### config.mk
export PLATFORM = sky130hd
export DESIGN_NAME = vss_front_flat
export DESIGN_NICKNAME = d
export VERILOG_FILES = /design/src/design/vss_pkg.sv /design/src/design/vss_if.sv /design/src/design/vss_front.sv /design/src/flat_wrapper.sv
export SDC_FILE = /design/constraint.sdc
export NUM_CORES = 1
export LEC_CHECK = 0
export BUFFER_PORTS_ARGS = -buffer_cell sky130_fd_sc_hd__buf_4
export CAP_MARGIN = 10
export CELL_PAD_IN_SITES_DETAIL_PLACEMENT = 0
export CELL_PAD_IN_SITES_GLOBAL_PLACEMENT = 2
export CORE_MARGIN = 2
export CORE_UTILIZATION = 36
export CTS_BUF_LIST = sky130_fd_sc_hd__clkbuf_8
export CTS_CLUSTER_DIAMETER = 100
export DETAILED_ROUTE_END_ITERATION = 16
export GPL_TIMING_DRIVEN = 0
export HOLD_SLACK_MARGIN = 0.03
export PLACE_DENSITY = 0.95
export SLEW_MARGIN = 20
export SYNTH_ARGS = -nofsm -noshare
export SYNTH_HDL_FRONTEND = slang
export SYNTH_SLANG_ARGS = --single-unit
### constraint.sdc
create_clock -name clk -period 15 [get_ports clk]
set_input_delay 4.5 -clock clk [delete_from_list [all_inputs] [get_ports clk]]
set_output_delay 4.5 -clock clk [all_outputs]
set_load 0.1 [all_outputs]
### src/design/vss_pkg.sv
// ----------------------------------------------------------------------------
// vss_pkg
// Shared constants, codes and handoff types for the voice steal selector.
// ----------------------------------------------------------------------------
package vss_pkg;

    localparam int MAX_VOICES_DEF = 64;
    localparam int TIME_BITS_DEF  = 32;

    // Index fields in handoff types are sized for the largest voice count (512)
    localparam int VIDX_W   = 9;
    localparam int VCNT_W   = VIDX_W + 1;
    localparam int VICTIM_W = 6;
    localparam int NOTE_W   = 7;
    localparam int STAMP_W  = 32;

    typedef enum logic [2:0] {
        TIER_EXACT    = 3'd0,
        TIER_RELEASED = 3'd1,
        TIER_KEY_UP   = 3'd2,
        TIER_ANY      = 3'd3,
        TIER_NEW      = 3'd4,
        TIER_TOP      = 3'd5,
        TIER_LOW      = 3'd6
    } tier_t;

    typedef enum logic [1:0] {
        BK_IDLE,
        BK_SCAN,
        BK_FINISH
    } back_state_t;

    // One closed query, as handed from front to back
    typedef struct packed {
        logic              bank;
        logic [VCNT_W-1:0] count;
        logic              low_valid;
        logic [VIDX_W-1:0] low_idx;
        logic              top_valid;
        logic [VIDX_W-1:0] top_idx;
        logic              exact_valid;
        logic [VIDX_W-1:0] exact_idx;
    } query_t;

    // Back tells front that a bank's records are no longer needed
    typedef struct packed {
        logic valid;
        logic bank;
    } bank_rel_t;

endpackage

### src/design/vss_if.sv
// ----------------------------------------------------------------------------
// vss_if
// Valid/ready channels for voice records and steal results.
// ----------------------------------------------------------------------------
interface vss_voice_if;
    logic        valid;
    logic        ready;
    logic        can_play;
    logic [6:0]  note;
    logic        released;
    logic        key_down;
    logic        sounding;
    logic [31:0] start_time;
    logic [31:0] burst_begin;
    logic [6:0]  wanted_note;
    logic        final_voice;

    modport source (
        output valid, can_play, note, released, key_down, sounding,
               start_time, burst_begin, wanted_note, final_voice,
        input  ready
    );
    modport sink (
        input  valid, can_play, note, released, key_down, sounding,
               start_time, burst_begin, wanted_note, final_voice,
        output ready
    );
endinterface


### src/design/vss_front.sv
// ----------------------------------------------------------------------------
// vss_front
// Takes voice records, stores them into a bank and tracks the low/top held
// notes and the first exact match while they stream in.
// ----------------------------------------------------------------------------
module vss_front #(
    parameter  int MAX_VOICES = vss_pkg::MAX_VOICES_DEF,
    parameter  int TIME_BITS  = vss_pkg::TIME_BITS_DEF,
    localparam int IDX_W      = (MAX_VOICES > 1) ? $clog2(MAX_VOICES) : 1,
    localparam int ADDR_W     = IDX_W + 1,
    localparam int ENTRY_W    = TIME_BITS + 4
) (
    input  logic                   clk,
    input  logic                   rst_n,
    vss_voice_if.sink              voice,
    output logic                   mem_wr_en,
    output logic [ADDR_W-1:0]      mem_wr_addr,
    output logic [ENTRY_W-1:0]     mem_wr_data,
    output logic                   push,
    output vss_pkg::query_t        push_q,
    input  logic                   q_full,
    input  vss_pkg::bank_rel_t     rel
);
    import vss_pkg::*;

    localparam int CNT_W = $clog2(MAX_VOICES + 1);

    logic [CNT_W-1:0]     count_reg, count_next;
    logic                 bank_reg, bank_next;
    logic [1:0]           busy_reg, busy_next;
    logic [NOTE_W-1:0]    wanted_reg, wanted_next;
    logic [TIME_BITS-1:0] burst_reg, burst_next;
    logic                 low_valid_reg, low_valid_next;
    logic [IDX_W-1:0]     low_idx_reg, low_idx_next;
    logic [NOTE_W-1:0]    low_note_reg, low_note_next;
    logic                 top_valid_reg, top_valid_next;
    logic [IDX_W-1:0]     top_idx_reg, top_idx_next;
    logic [NOTE_W-1:0]    top_note_reg, top_note_next;
    logic                 exact_valid_reg, exact_valid_next;
    logic [IDX_W-1:0]     exact_idx_reg, exact_idx_next;

    logic                 accept, first, store, held, is_new;
    logic                 take_low, take_top, take_exact;
    logic                 lo_v, tp_v, ex_v;
    logic [IDX_W-1:0]     cur_idx;
    logic [NOTE_W-1:0]    cur_wanted;
    logic [TIME_BITS-1:0] cur_burst, stamp, burst_in;
    logic [63:0]          stamp_wide, burst_wide;
    logic [CNT_W-1:0]     count_fin;

    assign stamp_wide = 64'(voice.start_time);
    assign burst_wide = 64'(voice.burst_begin);
    assign stamp      = stamp_wide[TIME_BITS-1:0];
    assign burst_in   = burst_wide[TIME_BITS-1:0];

    assign voice.ready = !busy_reg[bank_reg] && !q_full;
    assign accept      = voice.valid && voice.ready;

    assign first      = (count_reg == '0);
    assign store      = (count_reg < CNT_W'(MAX_VOICES));
    assign cur_idx    = count_reg[IDX_W-1:0];
    assign cur_wanted = first ? voice.wanted_note : wanted_reg;
    assign cur_burst  = first ? burst_in : burst_reg;

    // a new query starts with nothing tracked
    assign lo_v = first ? 1'b0 : low_valid_reg;
    assign tp_v = first ? 1'b0 : top_valid_reg;
    assign ex_v = first ? 1'b0 : exact_valid_reg;

    assign held       = voice.can_play && !voice.released;
    assign is_new     = (stamp >= cur_burst) || !voice.sounding;
    assign take_low   = store && held && (!lo_v || voice.note < low_note_reg);
    assign take_top   = store && held && (!tp_v || voice.note > top_note_reg);
    assign take_exact = store && !ex_v && voice.can_play && (voice.note == cur_wanted);
    assign count_fin  = store ? count_reg + CNT_W'(1) : count_reg;

    assign mem_wr_en   = accept && store;
    assign mem_wr_addr = {bank_reg, cur_idx};
    assign mem_wr_data = {voice.can_play, voice.released, voice.key_down, is_new, stamp};

    assign push = accept && voice.final_voice;

    always_comb
    begin
        push_q             = '0;
        push_q.bank        = bank_reg;
        push_q.count       = VCNT_W'(count_fin);
        push_q.low_valid   = take_low ? 1'b1 : lo_v;
        push_q.low_idx     = VIDX_W'(take_low ? cur_idx : low_idx_reg);
        push_q.top_valid   = take_top ? 1'b1 : tp_v;
        push_q.top_idx     = VIDX_W'(take_top ? cur_idx : top_idx_reg);
        // same voice lowest and highest: protect it once, as the low one
        if (push_q.top_valid && push_q.low_valid && push_q.top_idx == push_q.low_idx)
        begin
            push_q.top_valid = 1'b0;
        end
        push_q.exact_valid = take_exact ? 1'b1 : ex_v;
        push_q.exact_idx   = VIDX_W'(take_exact ? cur_idx : exact_idx_reg);
    end

    always_comb
    begin
        count_next       = count_reg;
        bank_next        = bank_reg;
        busy_next        = busy_reg;
        wanted_next      = wanted_reg;
        burst_next       = burst_reg;
        low_valid_next   = low_valid_reg;
        low_idx_next     = low_idx_reg;
        low_note_next    = low_note_reg;
        top_valid_next   = top_valid_reg;
        top_idx_next     = top_idx_reg;
        top_note_next    = top_note_reg;
        exact_valid_next = exact_valid_reg;
        exact_idx_next   = exact_idx_reg;

        if (rel.valid)
        begin
            busy_next[rel.bank] = 1'b0;
        end

        if (accept)
        begin
            if (first)
            begin
                wanted_next = voice.wanted_note;
                burst_next  = burst_in;
            end
            low_valid_next   = take_low ? 1'b1 : lo_v;
            top_valid_next   = take_top ? 1'b1 : tp_v;
            exact_valid_next = take_exact ? 1'b1 : ex_v;
            if (take_low)
            begin
                low_idx_next  = cur_idx;
                low_note_next = voice.note;
            end
            if (take_top)
            begin
                top_idx_next  = cur_idx;
                top_note_next = voice.note;
            end
            if (take_exact)
            begin
                exact_idx_next = cur_idx;
            end
            if (voice.final_voice)
            begin
                count_next          = '0;
                bank_next           = !bank_reg;
                busy_next[bank_reg] = 1'b1;
            end
            else
            begin
                count_next = count_fin;
            end
        end
    end

    always_ff @(posedge clk or negedge rst_n)
    begin
        if (!rst_n)
        begin
            count_reg       <= '0;
            bank_reg        <= 1'b0;
            busy_reg        <= 2'b00;
            wanted_reg      <= '0;
            burst_reg       <= '0;
            low_valid_reg   <= 1'b0;
            top_valid_reg   <= 1'b0;
            exact_valid_reg <= 1'b0;
        end
        else
        begin
            count_reg       <= count_next;
            bank_reg        <= bank_next;
            busy_reg        <= busy_next;
            wanted_reg      <= wanted_next;
            burst_reg       <= burst_next;
            low_valid_reg   <= low_valid_next;
            top_valid_reg   <= top_valid_next;
            exact_valid_reg <= exact_valid_next;
        end
    end

    always_ff @(posedge clk)
    begin
        low_idx_reg   <= low_idx_next;
        low_note_reg  <= low_note_next;
        top_idx_reg   <= top_idx_next;
        top_note_reg  <= top_note_next;
        exact_idx_reg <= exact_idx_next;
    end

endmodule

### src/flat_wrapper.sv
// flat-port wrapper written by rule: the top's interface ports become plain ports
module vss_front_flat import vss_pkg::*;
#(
    parameter  int MAX_VOICES = vss_pkg::MAX_VOICES_DEF,
    parameter  int TIME_BITS  = vss_pkg::TIME_BITS_DEF,
    localparam int IDX_W      = (MAX_VOICES > 1) ? $clog2(MAX_VOICES) : 1,
    localparam int ADDR_W     = IDX_W + 1,
    localparam int ENTRY_W    = TIME_BITS + 4
)
  (clk, rst_n, mem_wr_en, mem_wr_addr, mem_wr_data, push, push_q, q_full, rel, voice_valid, voice_can_play, voice_note, voice_released, voice_key_down, voice_sounding, voice_start_time, voice_burst_begin, voice_wanted_note, voice_final_voice, voice_ready);
  vss_voice_if voice_i ();
  input  logic clk;
  input  logic rst_n;
  output logic mem_wr_en;
  output logic [ADDR_W-1:0] mem_wr_addr;
  output logic [ENTRY_W-1:0] mem_wr_data;
  output logic push;
  output vss_pkg::query_t push_q;
  input  logic q_full;
  input  vss_pkg::bank_rel_t rel;
  input wire logic [$bits(voice_i.valid)-1:0] voice_valid;
  input wire logic [$bits(voice_i.can_play)-1:0] voice_can_play;
  input wire logic [$bits(voice_i.note)-1:0] voice_note;
  input wire logic [$bits(voice_i.released)-1:0] voice_released;
  input wire logic [$bits(voice_i.key_down)-1:0] voice_key_down;
  input wire logic [$bits(voice_i.sounding)-1:0] voice_sounding;
  input wire logic [$bits(voice_i.start_time)-1:0] voice_start_time;
  input wire logic [$bits(voice_i.burst_begin)-1:0] voice_burst_begin;
  input wire logic [$bits(voice_i.wanted_note)-1:0] voice_wanted_note;
  input wire logic [$bits(voice_i.final_voice)-1:0] voice_final_voice;
  output wire logic [$bits(voice_i.ready)-1:0] voice_ready;
  assign voice_i.valid = voice_valid;
  assign voice_i.can_play = voice_can_play;
  assign voice_i.note = voice_note;
  assign voice_i.released = voice_released;
  assign voice_i.key_down = voice_key_down;
  assign voice_i.sounding = voice_sounding;
  assign voice_i.start_time = voice_start_time;
  assign voice_i.burst_begin = voice_burst_begin;
  assign voice_i.wanted_note = voice_wanted_note;
  assign voice_i.final_voice = voice_final_voice;
  assign voice_ready = voice_i.ready;
  vss_front #(.MAX_VOICES(MAX_VOICES), .TIME_BITS(TIME_BITS)) u_core (.clk(clk), .rst_n(rst_n), .voice(voice_i), .mem_wr_en(mem_wr_en), .mem_wr_addr(mem_wr_addr), .mem_wr_data(mem_wr_data), .push(push), .push_q(push_q), .q_full(q_full), .rel(rel));
endmodule
==> impl_results.md <==
* R2R setup slack at ~12 ns
* Final hold vios at 0
* Max Buffers Root-to-Sink at 2
* Worst Reg2Reg Path Length in Cells at 9
* VDD IR max at approximately 80 uV
* Cells after Synth at 470
* Area growth from synthesis to layout at 31.7%
* Crit path required time at around 11 ns
* Post-synthesis sequential area ratio at 0.417
* Top post-synthesis cells by area: dfrtp_1 24%, edfxtp_1 18%, mux2_2 11%, ha_1 11%, buf_4 7.9%
* Final core occ at 0.488
* Outcome: finished clean
* Total gr overflow at 0
* DR vias at 4107
* Top cell type by total area after synthesis: dfrtp_1
* Crit path from: voice_note[4]
* # hold bufs at CTS at 0
* Via-to-Cell Ratio at between 4 and 5
* Die area at about 16000 um^2
* Max reg flops at 32
* DP HPWL at slightly above 10000 um
* PD cells at ~170 nW/um^2
* Area of the multi-input gates at approximately 2700 um^2
* Fin crit share at 0.792
* Detailed Route Iter0 Violations at between 150 and 200
* Highest Clock Rate at 84.1 MHz
* Min Tclk post-route at between 10 and 15 ns
* Pre-CTS setup slack at 3.14 ns
* Ys async rst share at 0.619
* Placed cells at just over 800
* Yosys top cell area share at 0.240
* WHS at around 0.51 ns
* Commonest cells after routing, fill and taps aside: 221 x buf_4, 53 x mux2_2, 52 x dfrtp_1, 47 x ha_1, 37 x mux2i_1
* Synth Flop Type: dfrtp_1
* Setup ws final at between 3 and 4 ns
* Cts repair resizes at 0
* Gr usage total at 0.160
* Htree depth at 3
* Leading cell type in the layout, fill and taps excluded: buf_4
* Root Buffer: clkbuf_8
* DR DRC count at 0
* CP dominant cell by count: buf_4
* Clock Sinks at 84
* Post-CTS Setup Bufs at 0
* Gpl congestion at around 0.79
* Die height at roughly 130 um
* Fin cells at ~850
* Largest net degree at the start of global routing at between 50 and 60
* Worst Skew at about 0.015 ns
* Initial core utilization at 0.371
* Clk slew on worst S/H paths at 0.08 ns
* Distinct cells, synth at between 40 and 50
* Final setup vio count at 0
* Clk_lat worst skew at 0.38 ns
* TritonCTS buffer count at 9
* Register area at around 2300 um^2
* CP Class: in2out
* Layout Nets at 792
* Setup TNS at 0 ns
* Pins Over Slew Limit at 0
* Yosys reg bits at 84
* Detailed Routing Iterations Pass 1 at 4
* # fillers at between 1000 and 1500
* CP cell instances: buf_4, ha_1, a211oi_1, nor2_1, o31ai_1, a31oi_1, mux2_2, xor2_1, a2111oi_0, a21oi_1, buf_4
* Crit-path max FO at 6
* Core ar. at around 15000 um^2
* Worst-margin pin slew at approximately 0.8 ns
* CTS tree: done
* Final wirelength at 12800 um
* Critical Path End: push_q[19]
* CP Capture Type: output pin
* ANT cells at 0
* Reg2reg end: u_core.exact_idx_reg[0]
* Post-route ant nets at 0
* Mapped Area at around 5400 um^2
* I/O Buffers at between 150 and 200
* Max-cap violations at 0
* Layout cells sized above 1 at 0.458
* Synthesis Warnings at 0
* Initial antenna violation count at 0
* Critical Path AT at ~7.4 ns
* Number of global-route vias before repair at 4081
* CP max stage cell: o31ai_1
* Post-synth EDFFs at 32
* First-pass GRT wire length at between 20000 and 25000 um
* Slowest stage delay, CP at between 0.4 and 0.5 ns
* Worst Setup Start Kind: input port
* Leakage at 3.49 nW
* Num ports at between 150 and 200
* Hold/Removal Path Class: reg2reg
* Die X at around 130 um
* Max-slew headroom at 0.468
* RSZ-0062 raised after global routing: no
* Routed WL per cell at between 15 and 20 um
* Reg2reg start: u_core.count_reg[0]
* Syn avg cell area at 11.5 um^2
* FP Rows at 44
cells in the mapped netlist (2+ instances only):
library cell and n:
o21ai_1 3, nand3b_1 2, dfrtp_1 52, nand4b_1 2, nand3_1 6, xnor2_1 9, o31ai_1 2, or2_2 2
clkbuf_1 11, a311oi_1 2, a21o_1 12, xor2_1 11, mux2i_1 37, a31oi_1 4, mux2_4 4, ha_1 47
a2111oi_0 2, nand4_1 9, a211oi_1 3, edfxtp_1 32, nor2b_1 4, nor2_1 9, o21ai_0 16, inv_1 21
a22o_1 2, mux2_2 53, nand2_1 17, a21oi_1 13, nand2b_1 7, buf_4 57
critical path: cells and delay by family:
kind / cells / cell delay, ns
mux: 1 / 0.40
xor+xnor: 1 / 0.15
compound gates: 5 / 1.54
fa+ha+maj: 1 / 0.31
buf+inv: 2 / 0.39
simple gates: 1 / 0.08
area by class of cell:
cell class | count | area share
Multi-Input combinational cell | 305 | 0.371
Sequential cell | 84 | 0.317
Timing Repair Buffer | 164 | 0.172
Buffer | 71 | 0.0685
Tap cell | 184 | 0.0322
Clock buffer | 9 | 0.0173
Clock inverter | 7 | 0.0112
Inverter | 21 | 0.0110
layer usage:
metal,wire length [um],track usage,vias up
li1,-,-,2007
met1,5640,0.199,1935
met2,6120,0.267,147
met3,928,0.0502,18
met4,155,0.0465,0
met5,0,0,-
kinds of logic after synthesis:
group / synth area share
DFF: 0.417
adders and majority gates: 0.108
AOI/OAI and AO/OA: 0.0715
buffers and inverters: 0.105
other: 0.000691
xor gates and xnor gates: 0.0323
and+or+nand+nor: 0.0765
muxes: 0.189
where the power goes:
group	switching, W	internal [W]
combinational	0.000424	0.000267
sequential	0.0000425	0.000307
clock	0.0000923	0.0000796
total	0.000559	0.000654
worst min path at each step:
| stage | depth (start not counted) | start | to |
|---|---|---|---|
| after floorplan | 2 | u_core.busy_reg[0] | u_core.busy_reg[0] |
| after global placement | 2 | u_core.busy_reg[0] | u_core.busy_reg[0] |
| after detailed placement | 1 | u_core.busy_reg[1] | u_core.busy_reg[1] |
| after CTS | 1 | u_core.busy_reg[1] | u_core.busy_reg[1] |
| after global routing | 1 | u_core.wanted_reg[2] | u_core.wanted_reg[2] |
| final | 1 | u_core.wanted_reg[0] | u_core.wanted_reg[0] |
through the flow:
stage | total power, W | area [um^2]
finish | 0.00121 | 7150
global route | 0.00129 | 7150
CTS | 0.00123 | 7150
detailed placement | 0.00105 | 6940
global placement | 0.00104 | 6920
floorplan | 0.000897 | 5470
No activity file was read; power rests on OpenSTA's default activity.
