`config.mk`:
```
export PLATFORM = sky130hd
export DESIGN_NAME = vss_queue
export DESIGN_NICKNAME = d
export VERILOG_FILES = /design/src/design/vss_pkg.sv /design/src/design/vss_queue.sv
export SDC_FILE = /design/constraint.sdc
export NUM_CORES = 1
export LEC_CHECK = 0
export BUFFER_PORTS_ARGS = -buffer_cell sky130_fd_sc_hd__buf_4
export CORE_UTILIZATION = 52
export DETAILED_ROUTE_END_ITERATION = 8
export GPL_ROUTABILITY_DRIVEN = 1
export MAX_ROUTING_LAYER = met4
export PLACE_DENSITY = 0.79
export SYNTH_ARGS = -nofsm -noshare
export SYNTH_HDL_FRONTEND = slang
export SYNTH_SLANG_ARGS = --single-unit
```
`constraint.sdc`:
```
create_clock -name clk -period 3.7 [get_ports clk]
set_input_delay 0.555 -clock clk [delete_from_list [all_inputs] [get_ports clk]]
set_output_delay 0.555 -clock clk [all_outputs]
set_load 0.03 [all_outputs]
```
`src/design/vss_pkg.sv`:
```
// ----------------------------------------------------------------------------
// vss_pkg
// Shared constants, codes and handoff types for the voice steal selector.
// ----------------------------------------------------------------------------
package vss_pkg;

    localparam int MAX_VOICES_DEF = 64;
    localparam int TIME_BITS_DEF  = 32;

    // Index fields in handoff types are sized for the largest voice count (512)
    localparam int VIDX_W   = 9;
    localparam int VCNT_W   = VIDX_W + 1;
    localparam int VICTIM_W = 6;
    localparam int NOTE_W   = 7;
    localparam int STAMP_W  = 32;

    typedef enum logic [2:0] {
        TIER_EXACT    = 3'd0,
        TIER_RELEASED = 3'd1,
        TIER_KEY_UP   = 3'd2,
        TIER_ANY      = 3'd3,
        TIER_NEW      = 3'd4,
        TIER_TOP      = 3'd5,
        TIER_LOW      = 3'd6
    } tier_t;

    typedef enum logic [1:0] {
        BK_IDLE,
        BK_SCAN,
        BK_FINISH
    } back_state_t;

    // One closed query, as handed from front to back
    typedef struct packed {
        logic              bank;
        logic [VCNT_W-1:0] count;
        logic              low_valid;
        logic [VIDX_W-1:0] low_idx;
        logic              top_valid;
        logic [VIDX_W-1:0] top_idx;
        logic              exact_valid;
        logic [VIDX_W-1:0] exact_idx;
    } query_t;

    // Back tells front that a bank's records are no longer needed
    typedef struct packed {
        logic valid;
        logic bank;
    } bank_rel_t;

endpackage

```
`src/design/vss_queue.sv`:
```
// ----------------------------------------------------------------------------
// vss_queue
// Two-entry FIFO of closed queries between front and back.
// ----------------------------------------------------------------------------
module vss_queue (
    input  logic            clk,
    input  logic            rst_n,
    input  logic            push,
    input  vss_pkg::query_t push_q,
    output logic            full,
    output logic            not_empty,
    output vss_pkg::query_t head,
    input  logic            pop
);
    import vss_pkg::*;

    query_t     slot_reg [2];
    logic       wr_ptr_reg, wr_ptr_next;
    logic       rd_ptr_reg, rd_ptr_next;
    logic [1:0] fill_reg, fill_next;

    assign full      = (fill_reg == 2'd2);
    assign not_empty = (fill_reg != 2'd0);
    assign head      = slot_reg[rd_ptr_reg];

    always_comb
    begin
        wr_ptr_next = wr_ptr_reg;
        rd_ptr_next = rd_ptr_reg;
        fill_next   = fill_reg;
        if (push && !full)
        begin
            wr_ptr_next = !wr_ptr_reg;
        end
        if (pop && not_empty)
        begin
            rd_ptr_next = !rd_ptr_reg;
        end
        if ((push && !full) && !(pop && not_empty))
        begin
            fill_next = fill_reg + 2'd1;
        end
        else if (!(push && !full) && (pop && not_empty))
        begin
            fill_next = fill_reg - 2'd1;
        end
    end

    always_ff @(posedge clk or negedge rst_n)
    begin
        if (!rst_n)
        begin
            wr_ptr_reg <= 1'b0;
            rd_ptr_reg <= 1'b0;
            fill_reg   <= 2'd0;
        end
        else
        begin
            wr_ptr_reg <= wr_ptr_next;
            rd_ptr_reg <= rd_ptr_next;
            fill_reg   <= fill_next;
        end
    end

    always_ff @(posedge clk)
    begin
        if (push && !full)
        begin
            slot_reg[wr_ptr_reg] <= push_q;
        end
    end

endmodule

```
==> reports/metrics.cfg, run 1 <==
[status]
status=finished clean

[clock_network]
cts.root.buffer_cell=clkbuf_8
cts_tree=done
cts.clk_slew.worst_paths_ns=0.08
cts_resized=0
clk_path_buf_depth=2
clk_latency_ns=0.33
clkSinkCount=86
htreeDepth=3
cts_buffers=9

[yosys]
synth_nets=193
ys_types=16
synth_ff_type=edfxtp_1
yosys.area.top_type=edfxtp_1
yosys_warnings=0
synth-seq-area-share_pct=76.2
yosysMostFrequentCell=edfxtp_1
synth.top_cell.area_share_pct=73.2
syn_inst=147
async_reset_ff_share_pct=4.65
synth_area_per_cell_um2=22.9
synth_edf_count=82
ys_top_cells_by_count=82 x edfxtp_1, 39 x mux2_4, 4 x buf_12, 4 x dfrtp_1, 3 x xnor2_1
synthesis.area_um2=3360
yosys_register_bits=86
synthTopCellsByArea=edfxtp_1 73%, mux2_4 17%, dfrtp_1 3.0%, buf_12 2.4%, xnor2_1 0.78%

[floorplan]
die-area_um2=6790
rows=28
core_area_um2=6060
io_pins=88
initial_core_util_pct=55.5
dieWidth_um=82.4
die_h_um=82.4

[power_and_ir_drop]
cellPowerDensity_nw_per_um2=825
p_total_mw=3.49
p_leak_nw=1.71
vdd_drop_max_mv=0.579

[timing]
finClkSkew_ns=0.00836
post-route-period-util_pct=70.5
worst_pin_slew_ns=0.978
max_freq_mhz=383
report.final.setup_viol=0
relSlewSlack_pct=34.8
finalMaxSlewViolations=0
rsz0062_at_grt=false
period_needed_ns=2.61
hold_viol=0
setup_tns_ns=0

[global_routing]
gr-total-overflow=0
grt_first_pass_wirelength_mm=8.03
grt_max_degree=42
antenna_found_initial=0
grt_pass1_vias=1666
grt_usage_pct=17.8

[cells_and_area]
diodes=0
largest_register_ffs=82
fill_cells=409
area_growth_pct=25.6
drive_gt1_share_pct=59.8
nets=291

[detailed_routing]
drc=0
vias=1616
dr.pass1.iters=4
vias_per_cell=4.99
detail_route.wl_per_cell_um=17.0
antenna_left=0
drt-total-wl_mm=5.52
drt_iter0_markers=94

[critical_path]
cp-end-kind=output pin
arrival_ns=2.05
cp.required_ns=3.14
worstSetupStartpointType=flop
critPathMaxFanout=25
critical_path_class=flop to output pin

[placement]
port_buffers=87
hpwl_mm=3.85
gp_congestion=0.742

[run]
maxCapViolCount=0

[hold_path]
hp-class=input port to flop

-- through the flow --
step	hold WS (ns)	area, um^2	util (%)	setup WS, ns	cells
final	0.405	4220	69.7	1.09	324
after global routing	0.383	4220	69.7	1.00	324
after CTS	0.384	4220	69.7	1.05	324
after detailed placement	0.358	4060	66.9	1.42	308
after global placement	0.356	4060	66.9	1.43	308
after floorplan	0.259	3360	-	0.891	147
-- layer usage --
| metal | track usage [%] | vias to the layer above | share of wire, % |
|---|---|---|---|
| met3 | 4.84 | 7 | 7.3 |
| met1 | 20.6 | 796 | 39 |
| li1 | - | 759 | - |
| met2 | 28.8 | 54 | 53 |
| met5 | - | - | 0 |
| met4 | 8.42 | 0 | 1.4 |
-- what timing repair did --
item / 4_1_cts / 5_1_grt
hold buffers: 1 / 0
endpoints found under the hold margin: 4 / 0
setup buffers: 0 / 0
-- power by group --
part | leakage (nW) | internal (mW) | switching (mW) | total (mW)
clock | 0.0752 | 0.238 | 0.290 | 0.528
sequential | 0.807 | 1.34 | 0.139 | 1.48
combinational | 0.829 | 0.684 | 0.797 | 1.48
-- cell usage in the layout (no fill, tap or decap), types with 2 or more instances in the layout --
cell,Yosys,final
buf_4,0,91
edfxtp_1,82,82
mux2_4,39,39
clkbuf_8,0,9
xnor2_1,3,3
dfrtp_1,4,3
inv_1,2,2
mux2_2,2,2
xor2_1,2,2
clkbuf_1,0,2
clkinvlp_4,0,2
clkinv_2,0,2
-- critical path, stage by stage, from the launching register on --
cell and delay (ns):
dfrtp_2 0.86, buf_4 0.35, mux2_4 0.33, buf_4 0.17
-- final cells by class --
type	count	area (um^2)	area share, %
sequential	86	2560	60.7
multi-input combinational	54	709	16.8
timing repair buffer	92	693	16.4
clock buffer	11	131	3.11
tap	75	93.8	2.22
clock inverter	4	25.0	0.592
inverter	2	7.51	0.178
-- kinds of logic (layout without fill, tap and decap cells) --
logic type	after synthesis	count (layout)	share of synthesized area (%)
XOR/XNOR	5	5	1.30
flip-flops	86	86	76.2
AND/OR/NAND/NOR	7	7	1.08
buffers and inverters	7	109	2.94
multiplexers	41	41	18.1
adder cells (fa/ha/maj)	1	1	0.372
-- path summary, 6_finish.rpt --
path,slack [ns],to,from,cells after the start
worst max-delay path,1.09,head[19],rd_ptr_reg$_DFFE_PN0P_,3
worst min-delay path,0.40,slot_reg[0][8]$_DFFE_PP_,push_q[8],1
worst max register to register,1.73,slot_reg[0][27]$_DFFE_PP_,fill_reg[0]$_DFFE_PN0P_,4
worst min register to register,0.51,fill_reg[1]$_DFFE_PN0P_,fill_reg[1]$_DFFE_PN0P_,1
max in group asynchronous,3.02,rd_ptr_reg$_DFFE_PN0P_,rst_n,2
min in group asynchronous,0.55,wr_ptr_reg$_DFFE_PN0N_,rst_n,2
No activity file was read; power rests on OpenSTA's default activity.
==> inputs of run 2 (changes only) <==
- CORE_UTILIZATION: 52 -> 47
- PLACE_DENSITY: 0.79 -> 0.75
- clock period: 3.7 -> 2.15 ns (I/O delays scaled with it)
==> reports/metrics.cfg, run 2 (same netlist as run 1, synthesis figures left out) <==
[status]
status=finished clean

[global_routing]
grt_first_pass_wirelength_mm=7.65  ; -4.7%
antenna_found_initial=0  ; unchanged
grt_pass1_vias=1591  ; -4.5%
gr-total-overflow=0  ; unchanged
grt_max_degree=31  ; -26%
grt_usage_pct=14.9  ; -2.9 points

[critical_path]
slowest_stage=dfrtp_2
critPathMaxFanout=12  ; -52%
cp_cell_sequence=buf_4 > mux2_4 > buf_4
arrival_ns=1.72  ; -0.33 ns
crit_path_frequent_cell=buf_4
critical_path_class=flop to output pin
cp_slowest_stage_delay_ns=0.56  ; -0.30 ns
worstSetupStartpointType=flop
cp.required_ns=1.83  ; -1.31 ns
cp-end-kind=output pin

[detailed_routing]
vias=1607  ; -0.56%
detail_route.wl_per_cell_um=14.7  ; -14%
drt_iter0_markers=78  ; -17%
drt-total-wl_mm=5.11  ; -7.4%
vias_per_cell=4.63  ; -7.1%
drc=0  ; unchanged
dr.pass1.iters=4  ; unchanged
antenna_left=0  ; unchanged

[clock_network]
clk_latency_ns=0.34  ; about the same
clk_path_buf_depth=2  ; unchanged
cts_buffers=9  ; unchanged
cts.root.buffer_cell=clkbuf_8
clkSinkCount=86  ; unchanged
cts.clk_slew.worst_paths_ns=0.08  ; about the same
cts_resized=0  ; unchanged
cts_tree=done
postCtsSetupBuffers=0  ; unchanged
htreeDepth=3  ; unchanged

[power_and_ir_drop]
p_leak_nw=1.72  ; +0.70%
swShare_pct=35.0  ; -0.16 points
p_seq_share_pct=40.6  ; -1.8 points
vdd_drop_max_mv=0.728  ; +26%
power_frac_comb_pct=44.1  ; +1.6 points
p_sw_mw=2.12  ; +73%
p_total_mw=6.05  ; +74%
cellPowerDensity_nw_per_um2=1410  ; +71%
p_int_mw=3.93  ; +74%
p_clk_share_pct=15.3  ; about the same

[floorplan]
core_area_um2=6870  ; +13%
initial_core_util_pct=48.9  ; -6.5 points
io_pins=88  ; unchanged
die-area_um2=7500  ; +10%
dieWidth_um=86.6  ; +5.1%
rows=30  ; +7.1%
die_h_um=86.6  ; +5.1%

[cells_and_area]
fill_cells=500  ; +22%
stdcell_count=347  ; +7.1%
diodes=0  ; unchanged
area_growth_pct=27.5
largest_register_ffs=82  ; unchanged
post-route-util_pct=62.4  ; -7.3 points
final_cell_mix=90 x buf_4, 82 x edfxtp_1, 39 x mux2_4, 9 x clkbuf_8
drive_gt1_share_pct=59.4  ; -0.48 points
fin_area_um2=4290  ; +1.5%
nets=292  ; +0.34%
layout_commonest_cell=buf_4

[placement]
hpwl_mm=3.53  ; -8.3%
dpl_cell_area_um2=4120  ; +1.4%
dp_slack_ns=0.454  ; -0.964 ns
dp_cells=330  ; +7.1%
port_buffers=87  ; unchanged
gp_congestion=0.668  ; -10%

[hold_path]
hp-class=input port to flop

[timing]
worst_pin_slew_ns=0.417  ; -0.561 ns
finClkSkew_ns=0.00696  ; -0.00140 ns
finalMaxSlewViolations=0  ; unchanged
setup_tns_ns=0  ; unchanged
report.final.setup_viol=0  ; unchanged
period_needed_ns=2.04
post-route-period-util_pct=94.8
whs_ns=0.164  ; -0.240 ns
max_freq_mhz=490
hold_viol=0  ; unchanged
rsz0062_at_grt=false
relSlewSlack_pct=72.2  ; +37 points
setup_ws_ns=0.111  ; -0.979 ns

[run]
maxCapViolCount=0  ; unchanged

## run 2: power by group through the flow
stage / clock network (mW) / registers [mW] / logic, mW
after floorplan: 0 / 2.42 / 2.05
after global placement: 0 / 2.48 / 2.68
after detailed placement: 0 / 2.50 / 2.69
after CTS: 0.954 / 2.46 / 2.70
after global routing: 1.02 / 2.49 / 2.81
final: 0.923 / 2.46 / 2.67
## run 2: worst max-delay path: cells and delay by family, from the launching register on
kind                   cells  cell delay, ns
multiplexers               1            0.33
buffers and inverters      2            0.49
flip-flops                 1            0.56
## run 2: final timing paths
path	startpoint	to	slack, ns	depth (start not counted)
max in group asynchronous	rst_n	rd_ptr_reg$_DFFE_PN0P_	1.72	2
max	rd_ptr_reg$_DFFE_PN0P_	head[29]	0.11	3
min	push_q[26]	slot_reg[1][26]$_DFFE_PP_	0.16	1
min reg2reg	fill_reg[1]$_DFFE_PN0P_	fill_reg[1]$_DFFE_PN0P_	0.50	1
min in group asynchronous	rst_n	fill_reg[0]$_DFFE_PN0P_	0.32	2
max reg2reg	fill_reg[0]$_DFFE_PN0P_	slot_reg[0][12]$_DFFE_PP_	0.58	4
## run 2: routing by layer
layer  part of all wire, %  GRT usage [%]
met1                    42           17.3
met2                    51           23.7
met3                   5.3           4.00
met4                   1.6           8.18
met5                     0              -
## run 2: layout make-up
class | count | area [um^2] | share of cell area, %
clock inverter | 4 | 23.8 | 0.555
timing repair buffer | 93 | 726 | 16.9
tap | 96 | 120 | 2.80
clock buffer | 12 | 135 | 3.15
multi-input combinational | 54 | 709 | 16.6
sequential | 86 | 2560 | 59.8
inverter | 2 | 7.51 | 0.175
## run 2: timing repair
item	in CTS	in global routing
setup endpoints to repair	0	0
hold buffers	1	0
hold endpoints to repair	4	0
==> inputs of run 3 (changes only) <==
- ABC_AREA: unset -> 1
- PLACE_DENSITY: 0.75 -> 0.76
==> reports/metrics.cfg, run 3 <==
[clock_network]
cts.root.buffer_cell=clkbuf_8
cts_buffers=9  ; unchanged
cts_tree=done
clk_path_buf_depth=2  ; unchanged
cts_resized=0  ; unchanged
clkSinkCount=86  ; unchanged
clk_latency_ns=0.34  ; about the same
cts.clk_slew.worst_paths_ns=0.08  ; about the same
htreeDepth=3  ; unchanged

[yosys]
yosys_register_bits=86  ; unchanged
synthesis.area_um2=3260  ; -3.2%
syn_inst=246  ; +67%
yosys_warnings=0  ; unchanged
synth_ff_type=edfxtp_1
synthTopCellsByArea=edfxtp_1 76%, nand2_1 15%, dfrtp_1 3.1%, buf_6 1.7%, buf_4 0.92%
synth_edf_count=82  ; unchanged
synth_area_per_cell_um2=13.2  ; -42%
synth-seq-area-share_pct=78.7  ; +2.5 points
synth_nets=292  ; +51%
ys_types=17  ; +1
yosysMostFrequentCell=nand2_1
async_reset_ff_share_pct=4.65  ; unchanged
yosys.area.top_type=edfxtp_1
synth.top_cell.area_share_pct=75.6  ; +2.4 points
ys_top_cells_by_count=131 x nand2_1, 82 x edfxtp_1, 6 x inv_1

[timing]
finClkSkew_ns=0.00771  ; +0.000754 ns
whs_ns=0.159  ; -0.00506 ns
hold_viol=0  ; unchanged
setup_tns_ns=0  ; unchanged
setup_ws_ns=0.341  ; +0.230 ns
worst_pin_slew_ns=0.424  ; +0.00678 ns
relSlewSlack_pct=71.4  ; -0.75 points
report.final.setup_viol=0  ; unchanged
finalMaxSlewViolations=0  ; unchanged
period_needed_ns=1.81  ; -0.230 ns
max_freq_mhz=553  ; +13%
rsz0062_at_grt=false
post-route-period-util_pct=84.1  ; -11 points

[cells_and_area]
diodes=0  ; unchanged
drive_gt1_share_pct=33.4  ; -26 points
final_cell_mix=131 x nand2_1, 92 x buf_4, 82 x edfxtp_1, 9 x clkbuf_8, 5 x inv_1
largest_register_ffs=82  ; unchanged
post-route-util_pct=63.9  ; +1.5 points
layout_commonest_cell=nand2_1
area_growth_pct=28.2
nets=388  ; +33%

[global_routing]
grt_pass1_vias=1918  ; +21%
grt_first_pass_wirelength_mm=9.05  ; +18%
antenna_found_initial=0  ; unchanged
grt_usage_pct=17.5  ; +2.6 points
gr-total-overflow=0  ; unchanged
grt_max_degree=43  ; +39%

[floorplan]
initial_core_util_pct=49.8  ; +0.90 points
core_area_um2=6530  ; -4.9%
io_pins=88  ; unchanged
rows=29  ; -3.3%
dieWidth_um=85.2  ; -1.6%
die_h_um=85.2  ; -1.6%
die-area_um2=7260  ; -3.1%

[power_and_ir_drop]
vdd_drop_max_mv=0.752  ; +3.4%
p_leak_nw=1.82  ; +5.7%
cellPowerDensity_nw_per_um2=1470  ; +4.2%
p_total_mw=6.14  ; +1.5%

[status]
status=finished clean

[placement]
dp_slack_ns=0.603  ; +0.149 ns
gp_congestion=0.731  ; +9.4%
hpwl_mm=3.92  ; +11%
port_buffers=87  ; unchanged

[hold_path]
hp-class=input port to flop

[critical_path]
cp.required_ns=1.83  ; about the same
worstSetupStartpointType=flop
critical_path_class=flop to output pin
cp-end-kind=output pin
critPathMaxFanout=42  ; +30
arrival_ns=1.49  ; -0.23 ns

[detailed_routing]
dr.pass1.iters=5  ; +1
vias=1997  ; +24%
vias_per_cell=4.71  ; +1.7%
detail_route.wl_per_cell_um=13.6  ; -7.8%
drt_iter0_markers=86  ; +10%
drt-total-wl_mm=5.75  ; +13%
drc=0  ; unchanged
antenna_left=0  ; unchanged

[run]
maxCapViolCount=0  ; unchanged

-- run 3: repair_timing --
item                                    4_1_cts  5_1_grt
endpoints found under the hold margin         4        0
hold buffers                                  1        0
endpoints found under the setup margin        0        0
buffers inserted                              0        0
-- run 3: cell type report --
cell class / instances / area [um^2]
Multi-Input combinational cell: 143 / 582
Sequential cell: 86 / 2560
Tap cell: 77 / 96.3
Timing Repair Buffer: 94 / 721
Inverter: 8 / 32.5
Clock inverter: 5 / 50.0
Clock buffer: 11 / 131
Fill cell: 504 / 2360
-- run 3: kinds of logic (layout without fill, tap and decap cells) --
logic type / count (synthesis) / after routing / synth area share, %
buffers and inverters: 17 / 118 / 3.65
xor gates and xnor gates: 1 / 1 / 0.269
and+or+nand+nor: 140 / 140 / 16.8
AOI/OAI and AO/OA: 1 / 1 / 0.154
adders and majority gates: 1 / 1 / 0.384
DFF: 86 / 86 / 78.7
-- run 3: path summary, 6_finish.rpt --
path | startpoint | end | slack [ns] | cells after the start
setup reg to reg | fill_reg[1]$_DFFE_PN0P_ | slot_reg[1][1]$_DFFE_PP_ | 0.59 | 4
hold reg to reg | fill_reg[1]$_DFFE_PN0P_ | fill_reg[1]$_DFFE_PN0P_ | 0.49 | 2
min in group asynchronous | rst_n | fill_reg[0]$_DFFE_PN0P_ | 0.31 | 2
hold / removal | push_q[34] | slot_reg[1][34]$_DFFE_PP_ | 0.16 | 1
max in group asynchronous | rst_n | wr_ptr_reg$_DFFE_PN0N_ | 1.73 | 2
setup / recovery | rd_ptr_reg$_DFFE_PN0P_ | head[30] | 0.34 | 4
-- run 3: report_power, final --
| group | switching (mW) | internal, mW | leakage (nW) |
|---|---|---|---|
| sequential | 0.109 | 2.28 | 0.811 |
| combinational | 1.82 | 0.877 | 0.914 |
| clock | 0.518 | 0.530 | 0.0968 |
-- run 3: per-layer routing --
layer	vias to the layer above	wire, um	track usage [%]
li1	1005	-	-
met3	10	330	4.18
met1	905	2420	20.6
met5	-	0	-
met2	77	2910	29.0
met4	0	95	7.40
-- run 3: worst max-delay path: stages, from the launching register on --
cell and delay [ns]:
dfrtp_1 0.42, inv_4 0.34, nand2_1 0.09, nand2_1 0.11, buf_4 0.17
-- run 3: stage by stage --
stage / cell area (um^2) / std cells
floorplan: 3260 / 246
global placement: 3980 / 407
detailed placement: 3980 / 407
CTS: 4180 / 424
global route: 4180 / 424
finish: 4180 / 424
